## src/hw/rtl/nqp_pkg.sv

```systemverilog
// Package for the NVMe queue pair engine: field widths, request kinds,
// outcome codes and the queue entry type. Used by every module of the block.
`timescale 1ns / 1ps

package nqp_pkg;

  localparam int DwordW     = 32;
  localparam int CqeW       = 16;
  localparam int StatusW    = 15;
  localparam int CidW       = 16;
  localparam int PtrW       = 6;
  localparam int DepthW     = 7;
  localparam int LimitW     = 23;
  localparam int CfgIdxW    = 1;
  localparam int CfgDataW   = 23;
  localparam int InTdataW   = 48;
  localparam int OutTdataW  = 88;
  localparam int OutcomeW   = 3;

  localparam logic [DepthW-1:0] DepthReset = 7'd64;
  localparam logic [LimitW-1:0] LimitReset = 23'd5000000;

  localparam logic [CfgIdxW-1:0] CfgQueueDepth = 1'b0;
  localparam logic [CfgIdxW-1:0] CfgPollLimit  = 1'b1;

  typedef enum logic {
    REQ_SUBMIT = 1'b0,
    REQ_POLL   = 1'b1
  } req_kind_e;

  typedef enum logic [OutcomeW-1:0] {
    OC_SUBMITTED = 3'd0,
    OC_DONE_OK   = 3'd1,
    OC_DONE_ERR  = 3'd2,
    OC_WAITING   = 3'd3,
    OC_TIMEOUT   = 3'd4,
    OC_REJECTED  = 3'd5
  } outcome_e;

  typedef struct packed {
    req_kind_e           kind;
    logic                phase;
    logic [StatusW-1:0]  status_code;
    logic [DwordW-1:0]   dword0;
    logic [CqeW-1:0]     cqe;
  } entry_t;

  typedef struct packed {
    logic valid;
    logic full;
  } q_status_t;

endpackage

```

## src/hw/rtl/nqp_front.sv

```systemverilog
// Front part of the NVMe queue pair engine: accepts input items and
// classifies them into queue entries. Depends on nqp_pkg.
`timescale 1ns / 1ps

module nqp_front (
  input  logic                          s_axis_tvalid,
  output logic                          s_axis_tready,
  input  logic [nqp_pkg::InTdataW-1:0]  s_axis_tdata,
  input  logic                          s_axis_tuser,
  input  nqp_pkg::q_status_t            q_status_i,
  output logic                          push_o,
  output nqp_pkg::entry_t               entry_o
);

  logic [nqp_pkg::DwordW-1:0] dword0;
  logic [nqp_pkg::CqeW-1:0]   cqe;

  assign dword0 = s_axis_tdata[31:0];
  assign cqe    = s_axis_tdata[47:32];

  assign s_axis_tready = !q_status_i.full;
  assign push_o        = s_axis_tvalid && !q_status_i.full;

  always_comb begin
    entry_o.kind        = s_axis_tuser ? nqp_pkg::REQ_POLL : nqp_pkg::REQ_SUBMIT;
    entry_o.phase       = cqe[0];
    entry_o.status_code = cqe[15:1];
    entry_o.dword0      = dword0;
    entry_o.cqe         = cqe;
  end

endmodule

```

## src/hw/rtl/nqp_queue.sv

```systemverilog
// Two-entry queue between the front and back parts of the NVMe queue pair
// engine. Depends on nqp_pkg.
`timescale 1ns / 1ps

module nqp_queue (
  input  logic               clk_i,
  input  logic               rst_ni,
  input  logic               push_i,
  input  nqp_pkg::entry_t    entry_i,
  input  logic               pop_i,
  output nqp_pkg::q_status_t q_status_o,
  output nqp_pkg::entry_t    head_o
);

  nqp_pkg::entry_t mem_q [2];
  logic            wr_ptr_q, wr_ptr_d;
  logic            rd_ptr_q, rd_ptr_d;
  logic [1:0]      cnt_q, cnt_d;

  always_comb begin
    wr_ptr_d = wr_ptr_q ^ push_i;
    rd_ptr_d = rd_ptr_q ^ pop_i;
    cnt_d    = cnt_q + {1'b0, push_i} - {1'b0, pop_i};
    q_status_o.valid = (cnt_q != 2'd0);
    q_status_o.full  = (cnt_q == 2'd2);
  end

  assign head_o = mem_q[rd_ptr_q];

  always_ff @(posedge clk_i or negedge rst_ni) begin
    if (!rst_ni) begin
      wr_ptr_q <= 1'b0;
      rd_ptr_q <= 1'b0;
      cnt_q    <= 2'd0;
    end else begin
      wr_ptr_q <= wr_ptr_d;
      rd_ptr_q <= rd_ptr_d;
      cnt_q    <= cnt_d;
    end
  end

  always_ff @(posedge clk_i) begin
    if (push_i) begin
      mem_q[wr_ptr_q] <= entry_i;
    end
  end

endmodule

```

## src/hw/rtl/nqp_back.sv

```systemverilog
// Back part of the NVMe queue pair engine: configuration registers, queue
// pair state, execution of each entry and the output register. Depends on nqp_pkg.
`timescale 1ns / 1ps

module nqp_back #(
  parameter int MAX_DEPTH = 64
) (
  input  logic                            clk_i,
  input  logic                            rst_ni,
  input  logic                            cfg_we_i,
  input  logic [nqp_pkg::CfgIdxW-1:0]     cfg_idx_i,
  input  logic [nqp_pkg::CfgDataW-1:0]    cfg_data_i,
  input  nqp_pkg::q_status_t              q_status_i,
  input  nqp_pkg::entry_t                 head_i,
  output logic                            pop_o,
  output logic                            m_axis_tvalid,
  input  logic                            m_axis_tready,
  output logic [nqp_pkg::OutTdataW-1:0]   m_axis_tdata,
  output logic [nqp_pkg::OutcomeW-1:0]    m_axis_tuser
);

  localparam int CapRaw = (MAX_DEPTH < 64) ? MAX_DEPTH : 64;
  localparam int Cap    = (CapRaw < 2) ? 2 : CapRaw;
  localparam logic [nqp_pkg::DepthW-1:0] DepthCap = nqp_pkg::DepthW'(Cap);
  localparam logic [nqp_pkg::DepthW-1:0] DepthMin = 7'd2;

  logic [nqp_pkg::DepthW-1:0] queue_depth_q;
  logic [nqp_pkg::LimitW-1:0] poll_limit_q;

  logic [nqp_pkg::CidW-1:0]   cid_q, cid_d;
  logic [nqp_pkg::PtrW-1:0]   tail_q, tail_d;
  logic [nqp_pkg::PtrW-1:0]   head_q, head_d;
  logic                       phase_q, phase_d;
  logic                       outst_q, outst_d;
  logic [nqp_pkg::LimitW-1:0] stale_q, stale_d;

  logic                       out_valid_q, out_valid_d;
  logic [nqp_pkg::OutTdataW-1:0] out_data_q, out_data_d;
  nqp_pkg::outcome_e          out_oc_q, out_oc_d;

  logic [nqp_pkg::DepthW-1:0] depth_eff;
  logic [nqp_pkg::LimitW-1:0] limit_eff;
  logic [nqp_pkg::LimitW-1:0] stale_inc;
  logic [nqp_pkg::PtrW-1:0]   tail_adv;
  logic [nqp_pkg::PtrW-1:0]   head_adv;
  logic                       take;

  function automatic logic [nqp_pkg::PtrW-1:0] advance(
    input logic [nqp_pkg::PtrW-1:0]   ptr,
    input logic [nqp_pkg::DepthW-1:0] depth
  );
    logic [nqp_pkg::DepthW-1:0] n;
    n = {1'b0, ptr} + 7'd1;
    if (n >= depth) begin
      n = '0;
    end
    return n[nqp_pkg::PtrW-1:0];
  endfunction

  always_comb begin
    if (queue_depth_q < DepthMin) begin
      depth_eff = DepthMin;
    end else if (queue_depth_q > DepthCap) begin
      depth_eff = DepthCap;
    end else begin
      depth_eff = queue_depth_q;
    end
    limit_eff = (poll_limit_q == '0) ? 23'd1 : poll_limit_q;
    stale_inc = stale_q + 23'd1;
    tail_adv  = advance(tail_q, depth_eff);
    head_adv  = advance(head_q, depth_eff);
    take      = q_status_i.valid && (!out_valid_q || m_axis_tready);
  end

  assign pop_o = take;

  always_comb begin
    cid_d       = cid_q;
    tail_d      = tail_q;
    head_d      = head_q;
    phase_d     = phase_q;
    outst_d     = outst_q;
    stale_d     = stale_q;
    out_valid_d = out_valid_q && !m_axis_tready;
    out_data_d  = out_data_q;
    out_oc_d    = out_oc_q;
    if (take) begin
      out_valid_d = 1'b1;
      out_data_d  = '0;
      out_oc_d    = nqp_pkg::OC_REJECTED;
      unique case (head_i.kind)
        nqp_pkg::REQ_SUBMIT: begin
          if (!outst_q) begin
            out_oc_d          = nqp_pkg::OC_SUBMITTED;
            out_data_d[31:0]  = {cid_q, head_i.dword0[15:0]};
            out_data_d[37:32] = tail_q;
            out_data_d[43:38] = tail_adv;
            cid_d             = cid_q + 16'd1;
            tail_d            = tail_adv;
            outst_d           = 1'b1;
            stale_d           = '0;
          end
        end
        nqp_pkg::REQ_POLL: begin
          if (outst_q) begin
            if (head_i.phase == phase_q) begin
              out_oc_d = (head_i.status_code != '0) ? nqp_pkg::OC_DONE_ERR
                                                     : nqp_pkg::OC_DONE_OK;
              out_data_d[49:44] = head_adv;
              out_data_d[64:50] = head_i.status_code;
              out_data_d[80:65] = head_i.cqe;
              head_d            = head_adv;
              phase_d           = (head_adv == '0) ? !phase_q : phase_q;
              outst_d           = 1'b0;
              stale_d           = '0;
            end else if (stale_inc >= limit_eff) begin
              out_oc_d = nqp_pkg::OC_TIMEOUT;
              outst_d  = 1'b0;
              stale_d  = '0;
            end else begin
              out_oc_d = nqp_pkg::OC_WAITING;
              stale_d  = stale_inc;
            end
          end
        end
        default: begin
          out_oc_d = nqp_pkg::OC_REJECTED;
        end
      endcase
    end
  end

  always_ff @(posedge clk_i or negedge rst_ni) begin
    if (!rst_ni) begin
      queue_depth_q <= nqp_pkg::DepthReset;
      poll_limit_q  <= nqp_pkg::LimitReset;
    end else if (cfg_we_i) begin
      unique case (cfg_idx_i)
        nqp_pkg::CfgQueueDepth: queue_depth_q <= cfg_data_i[nqp_pkg::DepthW-1:0];
        nqp_pkg::CfgPollLimit:  poll_limit_q  <= cfg_data_i[nqp_pkg::LimitW-1:0];
        default: ;
      endcase
    end
  end

  always_ff @(posedge clk_i or negedge rst_ni) begin
    if (!rst_ni) begin
      cid_q       <= '0;
      tail_q      <= '0;
      head_q      <= '0;
      phase_q     <= 1'b1;
      outst_q     <= 1'b0;
      stale_q     <= '0;
      out_valid_q <= 1'b0;
    end else begin
      cid_q       <= cid_d;
      tail_q      <= tail_d;
      head_q      <= head_d;
      phase_q     <= phase_d;
      outst_q     <= outst_d;
      stale_q     <= stale_d;
      out_valid_q <= out_valid_d;
    end
  end

  always_ff @(posedge clk_i) begin
    out_data_q <= out_data_d;
    out_oc_q   <= out_oc_d;
  end

  assign m_axis_tvalid = out_valid_q;
  assign m_axis_tdata  = out_data_q;
  assign m_axis_tuser  = out_oc_q;

endmodule

```

## src/hw/rtl/nvme_queue_pair_engine.sv

```systemverilog
// Top level of the NVMe queue pair engine: front, queue and back parts.
// Depends on nqp_pkg, nqp_front, nqp_queue and nqp_back.
//
// The slave stream carries requests: tuser is the request kind (submit or
// poll) and tdata holds command dword 0 and the completion status half-word.
// The master stream returns exactly one result item per request: tuser is
// the outcome code and tdata holds the stamped dword 0, the submission slot,
// both doorbell values, the status code and the consumed status half-word.
// The configuration port writes the queue depth and the stale poll limit;
// the user must write it only while the block is idle, and the block
// itself does not enforce this. An accepted item is written into the
// queue and, once at its head, executed into the output register, and
// one item is taken every cycle while the receiver does not stall. The
// rate is set by the back part, which executes one queue entry per cycle,
// unless stalled, against the pointer, phase and timeout state.
// Reset clears the queue and output register and returns the queue pair to
// its start state (tail and head zero, expected phase one, nothing
// outstanding). When the receiver stalls, the result holds in the output
// register, the two-entry queue fills, and then tready drops.
`timescale 1ns / 1ps

module nvme_queue_pair_engine #(
  parameter int MAX_DEPTH = 64
) (
  input  logic                           clk_i,
  input  logic                           rst_ni,
  input  logic                           cfg_we_i,
  input  logic [nqp_pkg::CfgIdxW-1:0]    cfg_idx_i,
  input  logic [nqp_pkg::CfgDataW-1:0]   cfg_data_i,
  input  logic                           s_axis_tvalid,
  output logic                           s_axis_tready,
  // Fields from bit 0: cmd_dword0[31:0], cqe_status[47:32].
  input  logic [nqp_pkg::InTdataW-1:0]   s_axis_tdata,
  // Fields from bit 0: req_type[0].
  input  logic                           s_axis_tuser,
  output logic                           m_axis_tvalid,
  input  logic                           m_axis_tready,
  // Fields from bit 0: cmd_dword0_out[31:0], sq_slot[37:32],
  // sq_doorbell_value[43:38], cq_doorbell_value[49:44], status_code[64:50],
  // completion_status[80:65], zero fill[87:81].
  output logic [nqp_pkg::OutTdataW-1:0]  m_axis_tdata,
  // Fields from bit 0: outcome[2:0].
  output logic [nqp_pkg::OutcomeW-1:0]   m_axis_tuser
);

  nqp_pkg::q_status_t q_status;
  nqp_pkg::entry_t    push_entry;
  nqp_pkg::entry_t    head_entry;
  logic               push;
  logic               pop;

  nqp_front u_front (
    .s_axis_tvalid (s_axis_tvalid),
    .s_axis_tready (s_axis_tready),
    .s_axis_tdata  (s_axis_tdata),
    .s_axis_tuser  (s_axis_tuser),
    .q_status_i    (q_status),
    .push_o        (push),
    .entry_o       (push_entry)
  );

  nqp_queue u_queue (
    .clk_i      (clk_i),
    .rst_ni     (rst_ni),
    .push_i     (push),
    .entry_i    (push_entry),
    .pop_i      (pop),
    .q_status_o (q_status),
    .head_o     (head_entry)
  );

  nqp_back #(
    .MAX_DEPTH (MAX_DEPTH)
  ) u_back (
    .clk_i         (clk_i),
    .rst_ni        (rst_ni),
    .cfg_we_i      (cfg_we_i),
    .cfg_idx_i     (cfg_idx_i),
    .cfg_data_i    (cfg_data_i),
    .q_status_i    (q_status),
    .head_i        (head_entry),
    .pop_o         (pop),
    .m_axis_tvalid (m_axis_tvalid),
    .m_axis_tready (m_axis_tready),
    .m_axis_tdata  (m_axis_tdata),
    .m_axis_tuser  (m_axis_tuser)
  );

endmodule

```

## config.mk

```make
export PLATFORM = sky130hd
export DESIGN_NAME = nvme_queue_pair_engine
export DESIGN_NICKNAME = d
export VERILOG_FILES = /design/src/hw/rtl/nqp_pkg.sv /design/src/hw/rtl/nqp_front.sv /design/src/hw/rtl/nqp_queue.sv /design/src/hw/rtl/nqp_back.sv /design/src/hw/rtl/nvme_queue_pair_engine.sv
export SDC_FILE = /design/constraint.sdc
export NUM_CORES = 1
export LEC_CHECK = 0
export BUFFER_PORTS_ARGS = -buffer_cell sky130_fd_sc_hd__buf_2
export CORE_MARGIN = 4
export CORE_UTILIZATION = 50
export CTS_CLUSTER_DIAMETER = 50
export CTS_CLUSTER_SIZE = 24
export DETAILED_ROUTE_END_ITERATION = 10
export PLACE_DENSITY = 0.72
export RECOVER_POWER = 100
export SLEW_MARGIN = 10
export SYNTH_ARGS = -nofsm -noshare
export SYNTH_HDL_FRONTEND = slang
export SYNTH_SLANG_ARGS = --single-unit
```

## constraint.sdc

```tcl
create_clock -name clk_i -period 9.5 [get_ports clk_i]
set_clock_uncertainty 0.2 [all_clocks]
set_input_delay 1.9 -clock clk_i [delete_from_list [all_inputs] [get_ports clk_i]]
set_output_delay 1.9 -clock clk_i [all_outputs]
set_load 0.01 [all_outputs]
```

# --- After elaboration in Yosys (flattened, before gate mapping) ---
# Memory sizes are Yosys's and may differ from the RTL's.
# Cells that the tools add are included.
totals:
  in_bits: 78
  memories: 1
  output_inout_bits: 93
  mem_bits_rw: 130
  reg_bits: 172
mem_list:
  columns: ["name", "words", "word_bits", "read_ports", "rd_clocked_by_memory_dff", "write_ports", "line_no", "rtl"]
  rows:
  - ["u_queue.mem_q", 2, 65, 1, 0, 1, "nqp_queue.sv:15", "nqp_pkg::entry_t mem_q [2];"]
op_classes:
  n_addsub: 6
  reduce_logical: 20
  n_bitwise: 5
  eq_ne: 4
  mux: 24
  n_lt_le_gt_ge: 5
ops:
  columns: ["cell", "n"]
  rows:
  - ["two-way mux 23 bit", 5]
  - ["one-hot mux 23 bit (2 select lines)", 1]
  - ["adder 23 x 1 -> 23 bit, second input constant", 1]
  - [">= comparator 23 bit", 1]
  - ["zero test 23 bit", 1]
  - ["adder 16 x 1 -> 16 bit, second input constant", 1]
  - ["nonzero test 15 bit", 1]
  - ["adder 6 x 1 -> 7 bit, second input constant", 2]
  - [">= comparator 7 bit", 2]
  - ["two-way mux 7 bit", 2]
  - ["two-way mux 3 bit", 4]
  - ["two-way mux 6 bit", 2]
  - ["AND reduction 3 bit", 3]
  - ["> comparator 7 bit, second input constant", 1]
  - ["< comparator 7 x 2 -> 1 bit, second input constant", 1]
  - ["two-way mux 1 bit", 7]
  - ["zero test 6 bit", 1]
  - ["one-hot mux 3 bit (2 select lines)", 1]
  - ["AND reduction 5 bit", 1]
  - ["zero test 1 bit", 4]
  - ["inequality test 2 bit, second input constant", 2]
  - ["AND reduction 2 bit", 2]
  - ["AND reduction 4 bit", 1]
  - ["logical AND 1 bit", 3]
  - ["11 further kinds", 14]

# --- Depth between registers and ports, before layout ---
# Gate-level depths: netlist of run 1.
logic_depth:
  word_depth: 7
  ltp_mapped: 14
  ltp_nobuf: 13

# --- Cells and area by module ---
# A second synthesis of run 1 with hierarchy kept.
hier_totals:
  hier_cells: 1015
  area_unflattened_um2: 13817.0
by_module_without_submodules:
  columns: ["module", "area_per_inst_um2", "seq_area_each_um2", "instances", "cells_per_inst"]
  rows:
  - ["nqp_back", 8256.7, 4636.9, 1, 730]
  - ["nqp_queue", 5062.4, 4003.8, 1, 218]
  - ["nqp_front", 498.0, 0.0, 1, 67]

# --- Worst setup path before layout of run 1 ---
# No wires, ideal clock.
synth_timing:
  path_type: "input -> register"
  start: "input m_axis_tready"
  end: "register u_queue.cnt_q[1]"
  path_stages: 8
  path_slack_ps: 5406
  t_arrival_ps: 3814
  t_required_ps: 9220
  path_cell_list: "nand2b_1 -> o21ai_1 -> inv_2 -> ha_1 -> inv_1 -> ha_1 -> xnor2_1 -> xnor2_1"
synth_between:
  elab_chain_cells: 3
synth_lines:
  columns: ["item", "line_no", "rtl"]
  rows:
  - ["from (decl)", "nvme_queue_pair_engine.sv:37", "input logic m_axis_tready,"]
  - ["logical OR 1 bit", "nqp_back.sv:72", "take = q_status_i.valid && (!out_valid_q || m_axis_tready);"]
  - ["logical AND 1 bit", "nqp_back.sv:72", null]
  - ["named net pop", "nvme_queue_pair_engine.sv:50", "logic pop;"]
  - ["subtractor 2 x 1 -> 2 bit", "nqp_queue.sv:23", "cnt_d = cnt_q + {1'b0, push_i} - {1'b0, pop_i};"]
  - ["named net u_queue.cnt_d[1]", "nqp_queue.sv:18", "logic [1:0] cnt_q, cnt_d;"]
  - ["to (signal assigned)", "nqp_queue.sv:38", "cnt_q <= cnt_d;"]
  - ["to (decl)", "nqp_queue.sv:18", null]
# The timed path passes the listed nets, and every way through them passes these cells.
# A chain may end at the register's enable or synchronous reset.

==> flow_summary_export.csv, run 1 <==
group,metric,value,unit
power,p_seq_share,44.3,%
global_route,grt.overflow.total,0,
worst_setup_path,crit_fanout,58,
synth,yosysSeqAreaShare,60.4,%
clocking,cts_root_buf,"clkbuf_16",
synth,ys_types,58,
worst_setup_path,crit_buf_inv,2,
floorplan,boundaryPins,171,
sta,grt_setup_unrepaired,"no",
place,dp_slack,4.43,ns
floorplan,die_x,152,um
clocking,clock_latency,0.51,ns
sta,worst_pin_slew,3.20,ns
cells_and_area,fill_cells,1732,
power,swShare,34.7,%
synth,yosysTopAreaCell,"edfxtp_1",
floorplan,row_count,52,
cells_and_area,stdcell_area,0.0119,sq mm
clocking,postCtsSetupRepairBufs,0,
power,internal-power,2.19,mW
power,ir_drop,0.000206,V
synth,synth.avg_cell_area,12.6,sq um
sta,drv_slew,215,
min_path,worstHoldStart,"u_back.cid_q[15]$_DFFE_PN0P_",
cells_and_area,drive_gt1_share,13.7,%
global_route,grt_first_pass_wirelength,34.8,mm
worst_setup_path,reg2reg_slack,3.60,ns
route,detail-route-antenna-nets,0,
worst_setup_path,crit_chain,"clkbuf_1 -> clkbuf_1",
clocking,h-tree-depth,1,
synth,synth.top_cells.by_area,"edfxtp_1 39%, dfrtp_1 19%, ha_1 5.7%",
route,dr.pass1.iters,4,
sta,fin_hold_ws,0.266,ns
route,wl,20.7,mm
global_route,grt_usage,18.0,%
sta,timing.fmax,0.165,GHz
floorplan,die_area,0.0231,sq mm
worst_setup_path,worstSetupPathType,"primary input to async pin",
sta,worst_slack,3.45,ns
cells_and_area,finalNonFillerCells,1246,
power,comb_power_share,26.9,%
synth,syn_inst,822,
global_route,grt_pass1_vias,6714,
cells_and_area,fin_nets,1084,
min_path,min_to,"u_back.cid_q[15]$_DFFE_PN0P_",
clocking,hold_buffers,0,
place,io_buffer_count,147,
sta,finalSetupTns,0,ns
place,placedCellCount,1204,
worst_setup_path,ff2ff_path_depth,13,
clocking,path_clk_slew,0.08,ns
worst_setup_path,reg2reg_from,"u_back.stale_q[0]$_DFFE_PN0P_",
synth,synth_ff_type,"edfxtp_1",
floorplan,core_area,0.0203,sq mm
clocking,cts_buffers,23,
cells_and_area,post-route-util,58.6,%
worst_setup_path,critPathMaxStageDelay,2.34,ns
sta,post-route-period-util,63.7,%
worst_setup_path,r2r-end,"u_back.stale_q[21]$_DFFE_PN0P_",
status,status,"finished, violations left",
floorplan,initial_core_util,51.1,%
route,post_drt_wl_per_cell,16.6,um
place,placed_cell_area,0.0112,sq mm
worst_setup_path,critical_path.top_delay_family,"buffers and inverters",
floorplan,fp.dieH,152,um
sta,setup_viol,0,
power,total_power,3.35,mW
synth,synth.cell_area,0.0104,sq mm
synth,synth_edf_count,135,
min_path,hp-class,"flip-flop to flip-flop",
global_route,grt_max_degree,75,
route,viasPerCell,5.30,
place,dpl.hpwl,14.0,mm
power,leakagePower,4.99,nW
route,vias,6607,
sta,hold_violations,0,
synth,synthArstFlopShare,39.5,%
run,cap_violations,6,
status,violations,"max-capacitance violations, max-slew violations",
global_route,antenna_found_initial,4,
min_path,whs_path_depth,1,
clocking,ctsResizeCount,0,
cells_and_area,syn_to_final_growth,14.7,%
worst_setup_path,critPathCaptureType,"async pin",
worst_setup_path,crit_path_frequent_cell,"clkbuf_1",
clocking,clk_path_buf_depth,3,
route,post-route-drc-count,0,
place,place.gp.congestion,0.838,
clocking,tritoncts,"done",
route,drtIter0Drc,432,
sta,slew_headroom,-113,%
power,cellPowerDensity,282,mW/mm^2
power,power_switching,1.16,mW
synth,synth.top_cell.area_share,39.1,%
synth,synth_seq_cells,223,
worst_setup_path,arrival,5.51,ns
sta,fin_crit,6.05,ns
worst_setup_path,slowest_stage,"clkbuf_1",
power,pwr-share-clk,28.8,%
clocking,clock_sinks,223,
worst_setup_path,worstSetupStartpointType,"primary input",
worst_setup_path,cp.required,8.96,ns
synth,ys_warn_count,0,
==> cells by family (layout without fill, tap and decap cells) <==
kind of cell,after synthesis,count (layout),synth area share (%)
AO/OA/AOI/OAI,89,89,6.03
XOR/XNOR,50,50,4.22
adder cells (fa/ha/maj),47,47,5.67
buffers and inverters,91,238,4.27
flip-flops,223,223,60.4
multiplexers,63,63,6.46
other,1,8,0.0361
AND/OR/NAND/NOR,258,258,12.9
==> state kept, by name, indices dropped and copies added (netlist names), 2 cells and up <==
name	cells
u_back.cid_q	16
u_back.head_q	6
u_back.m_axis_tdata	66
u_back.m_axis_tuser	3
u_back.poll_limit_q	23
u_back.queue_depth_q	7
u_back.stale_q	23
u_back.tail_q	6
u_queue.cnt_q	2
u_queue.mem_q	66
==> power groups by stage <==
stage / logic [mW] / registers (mW) / clock network, mW
5_1_grt: 1.01 / 1.52 / 1.03
2_1_floorplan: 0.606 / 1.53 / 0
3_5_place_dp: 0.951 / 1.49 / 0
4_1_cts: 0.956 / 1.48 / 0.991
3_3_place_gp: 0.931 / 1.49 / 0
6_report: 0.900 / 1.48 / 0.965
==> layer usage <==
metal,vias up,global-route usage [%],part of all wire [%]
li1,3220,-,-
met1,3172,25.3,46
met2,167,28.1,46
met3,42,4.15,5.6
met4,6,5.39,2.8
met5,-,0,0.20
==> placed cells by master, fill, tap and decap left out, drive strengths merged, types with 29 or more instances in the layout <==
| cell type | synthesis | final |
|---|---|---|
| edfxtp | 135 | 135 |
| nor2 | 64 | 64 |
| mux2i | 34 | 34 |
| mux2 | 29 | 29 |
| dfrtp | 78 | 78 |
| clkbuf | 13 | 134 |
| nand2 | 57 | 57 |
| ha | 47 | 47 |
| inv | 44 | 53 |
| buf | 33 | 43 |
==> layout make-up <==
cell class / count / area, sq um / share of cell area, %
clock inverter: 16 / 250 / 2.10
sequential: 223 / 6270 / 52.7
timing repair buffer: 152 / 627 / 5.27
multi-input combinational: 514 / 3660 / 30.7
antenna: 1 / 2.50 / 0.0210
inverter: 45 / 169 / 1.42
tap: 270 / 338 / 2.84
clock buffer: 25 / 583 / 4.90
==> worst max path at each step <==
stage                                        startpoint                       endpoint  cells after the start
after detailed placement                  m_axis_tready  u_back.stale_q[6]$_DFFE_PN0P_                      9
final                                            rst_ni     u_queue.rd_ptr_q$_DFF_PN0_                      2
after CTS                 u_back.stale_q[0]$_DFFE_PN0P_  u_back.stale_q[4]$_DFFE_PN0P_                     13
after floorplan                           m_axis_tready     u_queue.cnt_q[1]$_DFF_PN0_                      8
after global routing                             rst_ni     u_queue.rd_ptr_q$_DFF_PN0_                      2
after global placement                    m_axis_tready  u_back.stale_q[6]$_DFFE_PN0P_                      9
==> synth_stat cells, types with 3 or more instances <==
master	instances
buf_4	22
xnor2_1	28
and3_1	10
buf_1	6
a221o_1	4
nand3_1	22
nor3_1	14
clkbuf_1	13
a21o_1	10
a32o_1	8
o21ai_0	12
nor4_1	16
ha_1	47
nand2_1	56
buf_2	3
dfstp_2	10
o21ai_1	11
a21oi_1	15
nand4_1	13
and4_1	5
nor2_1	63
and2_1	26
xor2_1	22
o31ai_1	16
edfxtp_1	135
inv_1	43
dfrtp_1	78
nand2b_1	5
nand3_2	3
mux2i_1	33
nor2b_1	10
mux2_2	29
Power figures use the tool's default switching activity.
==> inputs of run 2 (changes only) <==
- ABC_AREA: unset -> 1
- clock period: 9.5 -> 6.3 ns (I/O delays scaled with it)
==> run 2 against run 1 <==
Effect of this change: the flow still finishes with violations (max-capacitance violations, max-slew violations); sequential cell count did not move; first-iteration DRC count is 0.93% higher; sequential share of layout area down 1.4 points; via count grew 14%; cell count up 21%; largest cell class unchanged.
==> flow_summary_export.csv, run 2 <==
group,metric,value,unit
clocking,postCtsSetupRepairBufs,0,
synth,synth_fa_ha_area_share,5.47,%
power,cellPowerDensity,412,mW/mm^2
worst_setup_path,critPathCaptureType,"flip-flop",
synth,syn_inst,1075,
global_route,antenna_found_initial,1,
floorplan,boundaryPins,171,
synth,synth.top_cells.by_area,"edfxtp_1 38%, dfrtp_1 18%, nand2_1 8.0%",
place,dp_slack,2.54,ns
global_route,grt_usage,18.2,%
status,violations,"max-capacitance violations, max-slew violations",
cells_and_area,final_common_cell,"nand2_1",
min_path,hp-class,"flip-flop to flip-flop",
power,swShare,36.1,%
synth,ys_top_cells_by_count,"228 x nand2_1, 137 x inv_1, 135 x edfxtp_1",
cells_and_area,ff_latch_area,0.00627,sq mm
worst_setup_path,crit_chain,"buf_4 -> inv_1 -> nand2_1 -> nand2_1 -> inv_1 -> ha_1 -> nor2_1 -> inv_1 -> nor2_4 -> inv_1 -> nor2_1 -> nand2_1 -> nand2_1",
power,pwr-share-clk,27.6,%
clocking,path_clk_slew,0.08,ns
clocking,h-tree-depth,1,
synth,synth_seq_cells,223,
global_route,grt_first_pass_wirelength,35.9,mm
power,p_seq_share,43.9,%
power,comb_power_share,28.4,%
clocking,clk_path_buf_depth,3,
worst_setup_path,crit_fanout,39,
synth,synth_compound_area_share,5.67,%
run,cap_violations,4,
synth,ys_warn_count,0,
route,dr.pass1.iters,5,
sta,setup_viol,0,
place,place.gp.congestion,0.891,
cells_and_area,fill_cells,1843,
sta,worst_slack,2.04,ns
status,status,"finished, violations left",
worst_setup_path,worstSetupStartpointType,"flip-flop",
synth,synth-xor-area-share,3.56,%
cells_and_area,drive_gt1_share,10.9,%
synth,synthMuxAreaShare,0.0931,%
synth,yosys.area_share.simple,19.0,%
clocking,ctsResizeCount,0,
floorplan,fp.dieH,155,um
route,wl,21.7,mm
worst_setup_path,arrival,4.50,ns
power,internal-power,3.21,mW
worst_setup_path,reg2reg_slack,2.04,ns
floorplan,row_count,53,
synth,ys_types,45,
global_route,grt.overflow.total,0,
worst_setup_path,cp.required,6.54,ns
floorplan,core_area,0.0211,sq mm
sta,finalSetupTns,0,ns
clocking,cts_buffers,24,
sta,hold_violations,0,
place,placed_cell_area,0.0116,sq mm
power,leakagePower,5.61,nW
sta,fin_crit,4.26,ns
worst_setup_path,slowest_stage,"inv_1",
floorplan,die_x,155,um
cells_and_area,syn_to_final_growth,13.5,%
clocking,tritoncts,"done",
synth,synth_edf_count,135,
sta,timing.fmax,0.235,GHz
synth,synth_ff_type,"edfxtp_1",
cells_and_area,stdcell_area,0.0122,sq mm
global_route,grt_pass1_vias,7336,
route,post-route-drc-count,0,
sta,grt_setup_unrepaired,"no",
sta,slew_headroom,-26.7,%
floorplan,die_area,0.0239,sq mm
route,vias,7529,
cells_and_area,antenna_cells,0,
sta,post-route-period-util,67.6,%
synth,synth.top_cell.area_share,37.7,%
synth,yosysSeqAreaShare,58.3,%
floorplan,initial_core_util,51.0,%
sta,drv_slew,179,
power,total_power,5.03,mW
worst_setup_path,worstSetupPathType,"flip-flop to flip-flop",
synth,yosys.cell_count.top_type,"nand2_1",
cells_and_area,multi_input_area,0.00360,sq mm
clocking,cts_root_buf,"clkbuf_16",
route,detail-route-antenna-nets,0,
sta,worst_pin_slew,1.90,ns
synth,synth.avg_cell_area,10.0,sq um
route,post_drt_wl_per_cell,14.4,um
clocking,clock_sinks,223,
power,ir_drop,0.000288,V
worst_setup_path,critPathMaxStageDelay,0.73,ns
cells_and_area,fin_nets,1341,
synth,synth.cell_area,0.0108,sq mm
place,io_buffer_count,147,
place,dpl.hpwl,15.1,mm
synth,synthArstFlopShare,39.5,%
cells_and_area,most-common-layout-cells,"229 x nand2_1, 140 x inv_1, 135 x edfxtp_1",
clocking,clock_latency,0.53,ns
route,drtIter0Drc,436,
synth,yosysTopAreaCell,"edfxtp_1",
power,power_switching,1.82,mW
clocking,hold_buffers,0,
route,viasPerCell,4.99,
synth,synth_top_family_by_area,"simple AND/OR/NAND/NOR gates",
worst_setup_path,crit_buf_inv,5,
global_route,grt_max_degree,64,
worst_setup_path,critical_path.top_delay_family,"buffers and inverters",
## run 2: cell types whose count changed in the layout (fill, tap and decap cells not counted), moves of 13 or more
cell     previous run  this run
mux2i_1            33         1
o31ai_1            16         3
inv_1              43       140
a21oi_1            15        33
nor2_1             63       133
mux2_2             29         0
nor4_1             17         2
xnor2_1            28        10
o21ai_0            20        58
nand2_1            56       229
and2_0             17         0
## run 2: stage by stage
step           instances  hold slack (ns)  util [%]
6_report            1509            0.282      57.9
2_1_floorplan       1081            0.242         -
4_1_cts             1509            0.286      58.8
3_5_place_dp        1465            0.272      55.0
3_3_place_gp        1465            0.257      55.0
5_1_grt             1509            0.301      57.9
## run 2: cell families (layout without fill, tap and decap cells)
logic type | count (synthesis) | in the layout
flip-flops | 223 | 223
AND/OR/NAND/NOR | 462 | 462
other | 1 | 7
multiplexers | 1 | 1
buffers and inverters | 189 | 342
AO/OA/AOI/OAI | 110 | 110
XOR/XNOR | 42 | 42
adder cells (fa/ha/maj) | 47 | 47
## run 2: tightest hold or removal path, delay by kind of cell, from the launching register on
| kind | cells | cell delay (ns) |
|---|---|---|
| simple gates | 2 | 0.10 |
| flops | 1 | 0.38 |
## run 2: path summary, 6_finish.rpt
check                                           startpoint                                   to  cells past startpoint
max in group asynchronous                           rst_ni   u_back.poll_limit_q[4]$_DFFE_PN0P_                      2
worst min register to register  u_back.phase_q$_DFFE_PN1P_           u_back.phase_q$_DFFE_PN1P_                      2
worst max-delay path            u_queue.rd_ptr_q$_DFF_PN0_       u_back.stale_q[19]$_DFFE_PN0P_                     13
worst min-delay path            u_back.phase_q$_DFFE_PN1P_           u_back.phase_q$_DFFE_PN1P_                      2
min in group asynchronous                           rst_ni  u_back.poll_limit_q[17]$_DFFE_PN0P_                      1
worst max register to register  u_queue.rd_ptr_q$_DFF_PN0_       u_back.stale_q[19]$_DFFE_PN0P_                     13
## run 2: layer usage
| metal | vias up | GRT usage [%] | routed length [um] |
|---|---|---|---|
| met2 | 193 | 30.0 | 10000 |
| li1 | 3767 | - | - |
| met3 | 47 | 3.58 | 1500 |
| met5 | - | 0 | 12 |
| met4 | 2 | 5.63 | 553 |
| met1 | 3520 | 24.6 | 9600 |
## run 2: final cells by class
class / count / area share (%)
clock inverter: 15 / 1.13
sequential: 223 / 51.3
multi-input combinational: 669 / 29.5
clock buffer: 29 / 5.42
inverter: 144 / 4.43
timing repair buffer: 154 / 5.37
tap: 275 / 2.82
## run 2: power groups by stage
stage	registers, mW	clock network (mW)	logic [mW]
final	2.21	1.39	1.43
after global routing	2.25	1.49	1.63
after CTS	2.20	1.42	1.56
after detailed placement	2.22	0	1.55
after global placement	2.22	0	1.52
after floorplan	2.30	0	1.02
==> inputs of run 3 (changes only) <==
- clock period: 6.3 -> 3.95 ns (I/O delays scaled with it)
==> run 3 against run 2 <==
Effect of this change: the flow still finishes with violations (max-capacitance violations, max-slew violations); sequential cell count stayed put; wire length is 3.7% higher; cell count is 0.40% higher; first-iteration DRC count is 3.9% higher; global-route usage is 0.55 points higher; maximum frequency is 22% higher; core utilization is 0.36 points higher; die area stayed put; via count is 0.80% higher; sequential share of layout area is 0.31 points lower; worst setup slack worse by 1.6 ns; critical path depth is 2 higher; critical path type unchanged; highest routed layer unchanged.
==> flow_summary_export.csv, run 3 (same netlist as run 2, synthesis figures left out) <==
group,metric,value,unit
clocking,tritoncts,"done",
floorplan,die_x,155,um
clocking,ctsResizeCount,0,
global_route,top_usage_layer,"met2",
worst_setup_path,critPathCaptureType,"flip-flop",
worst_setup_path,crit_buf_inv,0,
route,post_drt_wl_per_cell,14.9,um
floorplan,boundaryPins,171,
clocking,cts_buffers,27,
power,cellPowerDensity,674,mW/mm^2
power,internal-power,5.29,mW
worst_setup_path,cp.required,4.09,ns
floorplan,die_area,0.0239,sq mm
clocking,postCtsSetupRepairBufs,0,
sta,finalSetupTns,0,ns
floorplan,row_count,53,
sta,timing.fmax,0.287,GHz
place,io_buffer_count,147,
worst_setup_path,worstSetupPathType,"flip-flop to flip-flop",
sta,slew_headroom,-28.0,%
cells_and_area,syn_to_final_growth,14.2,%
place,dpl.hpwl,15.9,mm
global_route,grt_max_degree,59,
clocking,path_clk_slew,0.07,ns
sta,fin_hold_ws,0.254,ns
power,p_seq_share,42.7,%
power,power_switching,3.00,mW
run,cap_violations,4,
sta,grt_setup_unrepaired,"no",
sta,hold_violations,0,
clocking,clock_sinks,223,
cells_and_area,post-route-util,58.3,%
sta,fin_crit,3.48,ns
place,place.gp.congestion,0.891,
clocking,hold_buffers,0,
global_route,grt_usage,18.8,%
min_path,hp-class,"primary input to flip-flop",
worst_setup_path,slowest_stage,"nand4_1",
cells_and_area,most-common-layout-cells,"229 x nand2_1, 138 x inv_1, 135 x edfxtp_1",
global_route,grt_first_pass_wirelength,37.0,mm
floorplan,initial_core_util,51.0,%
cells_and_area,antenna_cells,0,
floorplan,fp.dieH,155,um
sta,post-route-period-util,88.2,%
worst_setup_path,crit_chain,"ha_1 -> nand2_1 -> nor2_2 -> nand4_1 -> xnor2_1 -> ha_1 -> nand2_1 -> nand2_1 -> nand2_1 -> nand2_1 -> nand2_1 -> nand2_1 -> nor2_1 -> nand4_1 -> a21boi_0",
global_route,met1_usage,24.7,%
route,dr.pass1.iters,4,
route,detail-route-antenna-nets,0,
sta,worst_pin_slew,1.92,ns
global_route,antenna_found_initial,1,
route,wl,22.5,mm
status,violations,"max-capacitance violations, max-slew violations",
worst_setup_path,worstSetupStartpointType,"flip-flop",
sta,drv_slew,150,
cells_and_area,fill_cells,1845,
power,ir_drop,0.000488,V
worst_setup_path,crit_fanout,11,
global_route,grt.overflow.total,0,
route,post-route-drc-count,0,
power,pwr-share-clk,29.4,%
cells_and_area,final_common_cell,"nand2_1",
clocking,clk_path_buf_depth,3,
route,viasPerCell,5.01,
cells_and_area,fin_nets,1345,
place,placed_cell_area,0.0116,sq mm
cells_and_area,stdcell_area,0.0123,sq mm
global_route,grt_pass1_vias,7622,
power,swShare,36.2,%
sta,setup_viol,0,
worst_setup_path,critical_path.top_delay_family,"simple AND/OR/NAND/NOR gates",
worst_setup_path,arrival,3.62,ns
clocking,cts_root_buf,"clkbuf_16",
power,leakagePower,5.64,nW
cells_and_area,drive_gt1_share,10.6,%
worst_setup_path,critPathMaxStageDelay,0.44,ns
route,drtIter0Drc,453,
route,vias,7589,
clocking,h-tree-depth,1,
global_route,use_met3,3.83,%
clocking,clock_latency,0.52,ns
worst_setup_path,crit_path_frequent_cell,"nand2_1",
status,status,"finished, violations left",
global_route,met2_usage,32.3,%
power,comb_power_share,27.9,%
floorplan,core_area,0.0211,sq mm
==> run 3: cell types whose count changed in the layout (fill, tap and decap cells not counted), sizes merged <==
cell | before | now
inv | 147 | 155
bufinv | 0 | 1
buf | 56 | 41
clkinv | 10 | 9
clkbuf | 127 | 142
clkinvlp | 2 | 0
==> run 3: worst reg2reg max path: cells and delay by family, from the launching register on <==
family	cells	cell delay (ns)
simple gates	11	1.48
compound gates	1	0.31
flops	1	0.43
xor+xnor	1	0.29
fa+ha+maj	2	0.61
==> run 3: worst paths after layout <==
| path | slack (ns) | to | cells after the start | startpoint |
|---|---|---|---|---|
| worst max-delay path | 0.47 | u_back.m_axis_tuser[1]$_SDFFCE_PN0P_ | 15 | u_back.stale_q[0]$_DFFE_PN0P_ |
| worst min-delay path | 0.25 | u_queue.mem_q[0][23]$_DFFE_PP_ | 1 | s_axis_tdata[7] |
| worst max register to register | 0.47 | u_back.m_axis_tuser[1]$_SDFFCE_PN0P_ | 15 | u_back.stale_q[0]$_DFFE_PN0P_ |
| worst min register to register | 0.27 | u_back.cid_q[15]$_DFFE_PN0P_ | 1 | u_back.cid_q[15]$_DFFE_PN0P_ |
| max in group asynchronous | 1.60 | u_back.stale_q[12]$_DFFE_PN0P_ | 2 | rst_ni |
| min in group asynchronous | 0.45 | u_back.poll_limit_q[10]$_DFFE_PN0P_ | 1 | rst_ni |
==> run 3: layer usage <==
metal / wire length, um / share of wire, %
met1: 9610 / 43
met2: 10900 / 48
met3: 1560 / 6.9
met4: 435 / 1.9
met5: 12 / 0.053
==> run 3: layout make-up <==
type,count,area (sq um),area share (%)
Clock buffer,28,679,5.53
Multi-Input combinational cell,669,3600,29.3
Clock inverter,21,215,1.75
Inverter,144,541,4.40
Timing Repair Buffer,155,639,5.20
Sequential cell,223,6270,51.0
Tap cell,275,344,2.80
==> run 3: through the flow <==
stage	cells	power, mW	setup WS, ns
floorplan	1081	5.29	0.286
global placement	1466	5.97	0.498
detailed placement	1466	6.04	0.487
CTS	1515	8.51	0.454
global route	1515	8.81	0.146
finish	1515	8.28	0.467
==> run 3: power groups by stage <==
stage               clock [mW]  combinational (mW)  sequential [mW]
floorplan                    0                1.62             3.67
global placement             0                2.42             3.54
detailed placement           0                2.48             3.55
CTS                       2.48                2.50             3.52
global route              2.60                2.61             3.61
finish                    2.43                2.31             3.54
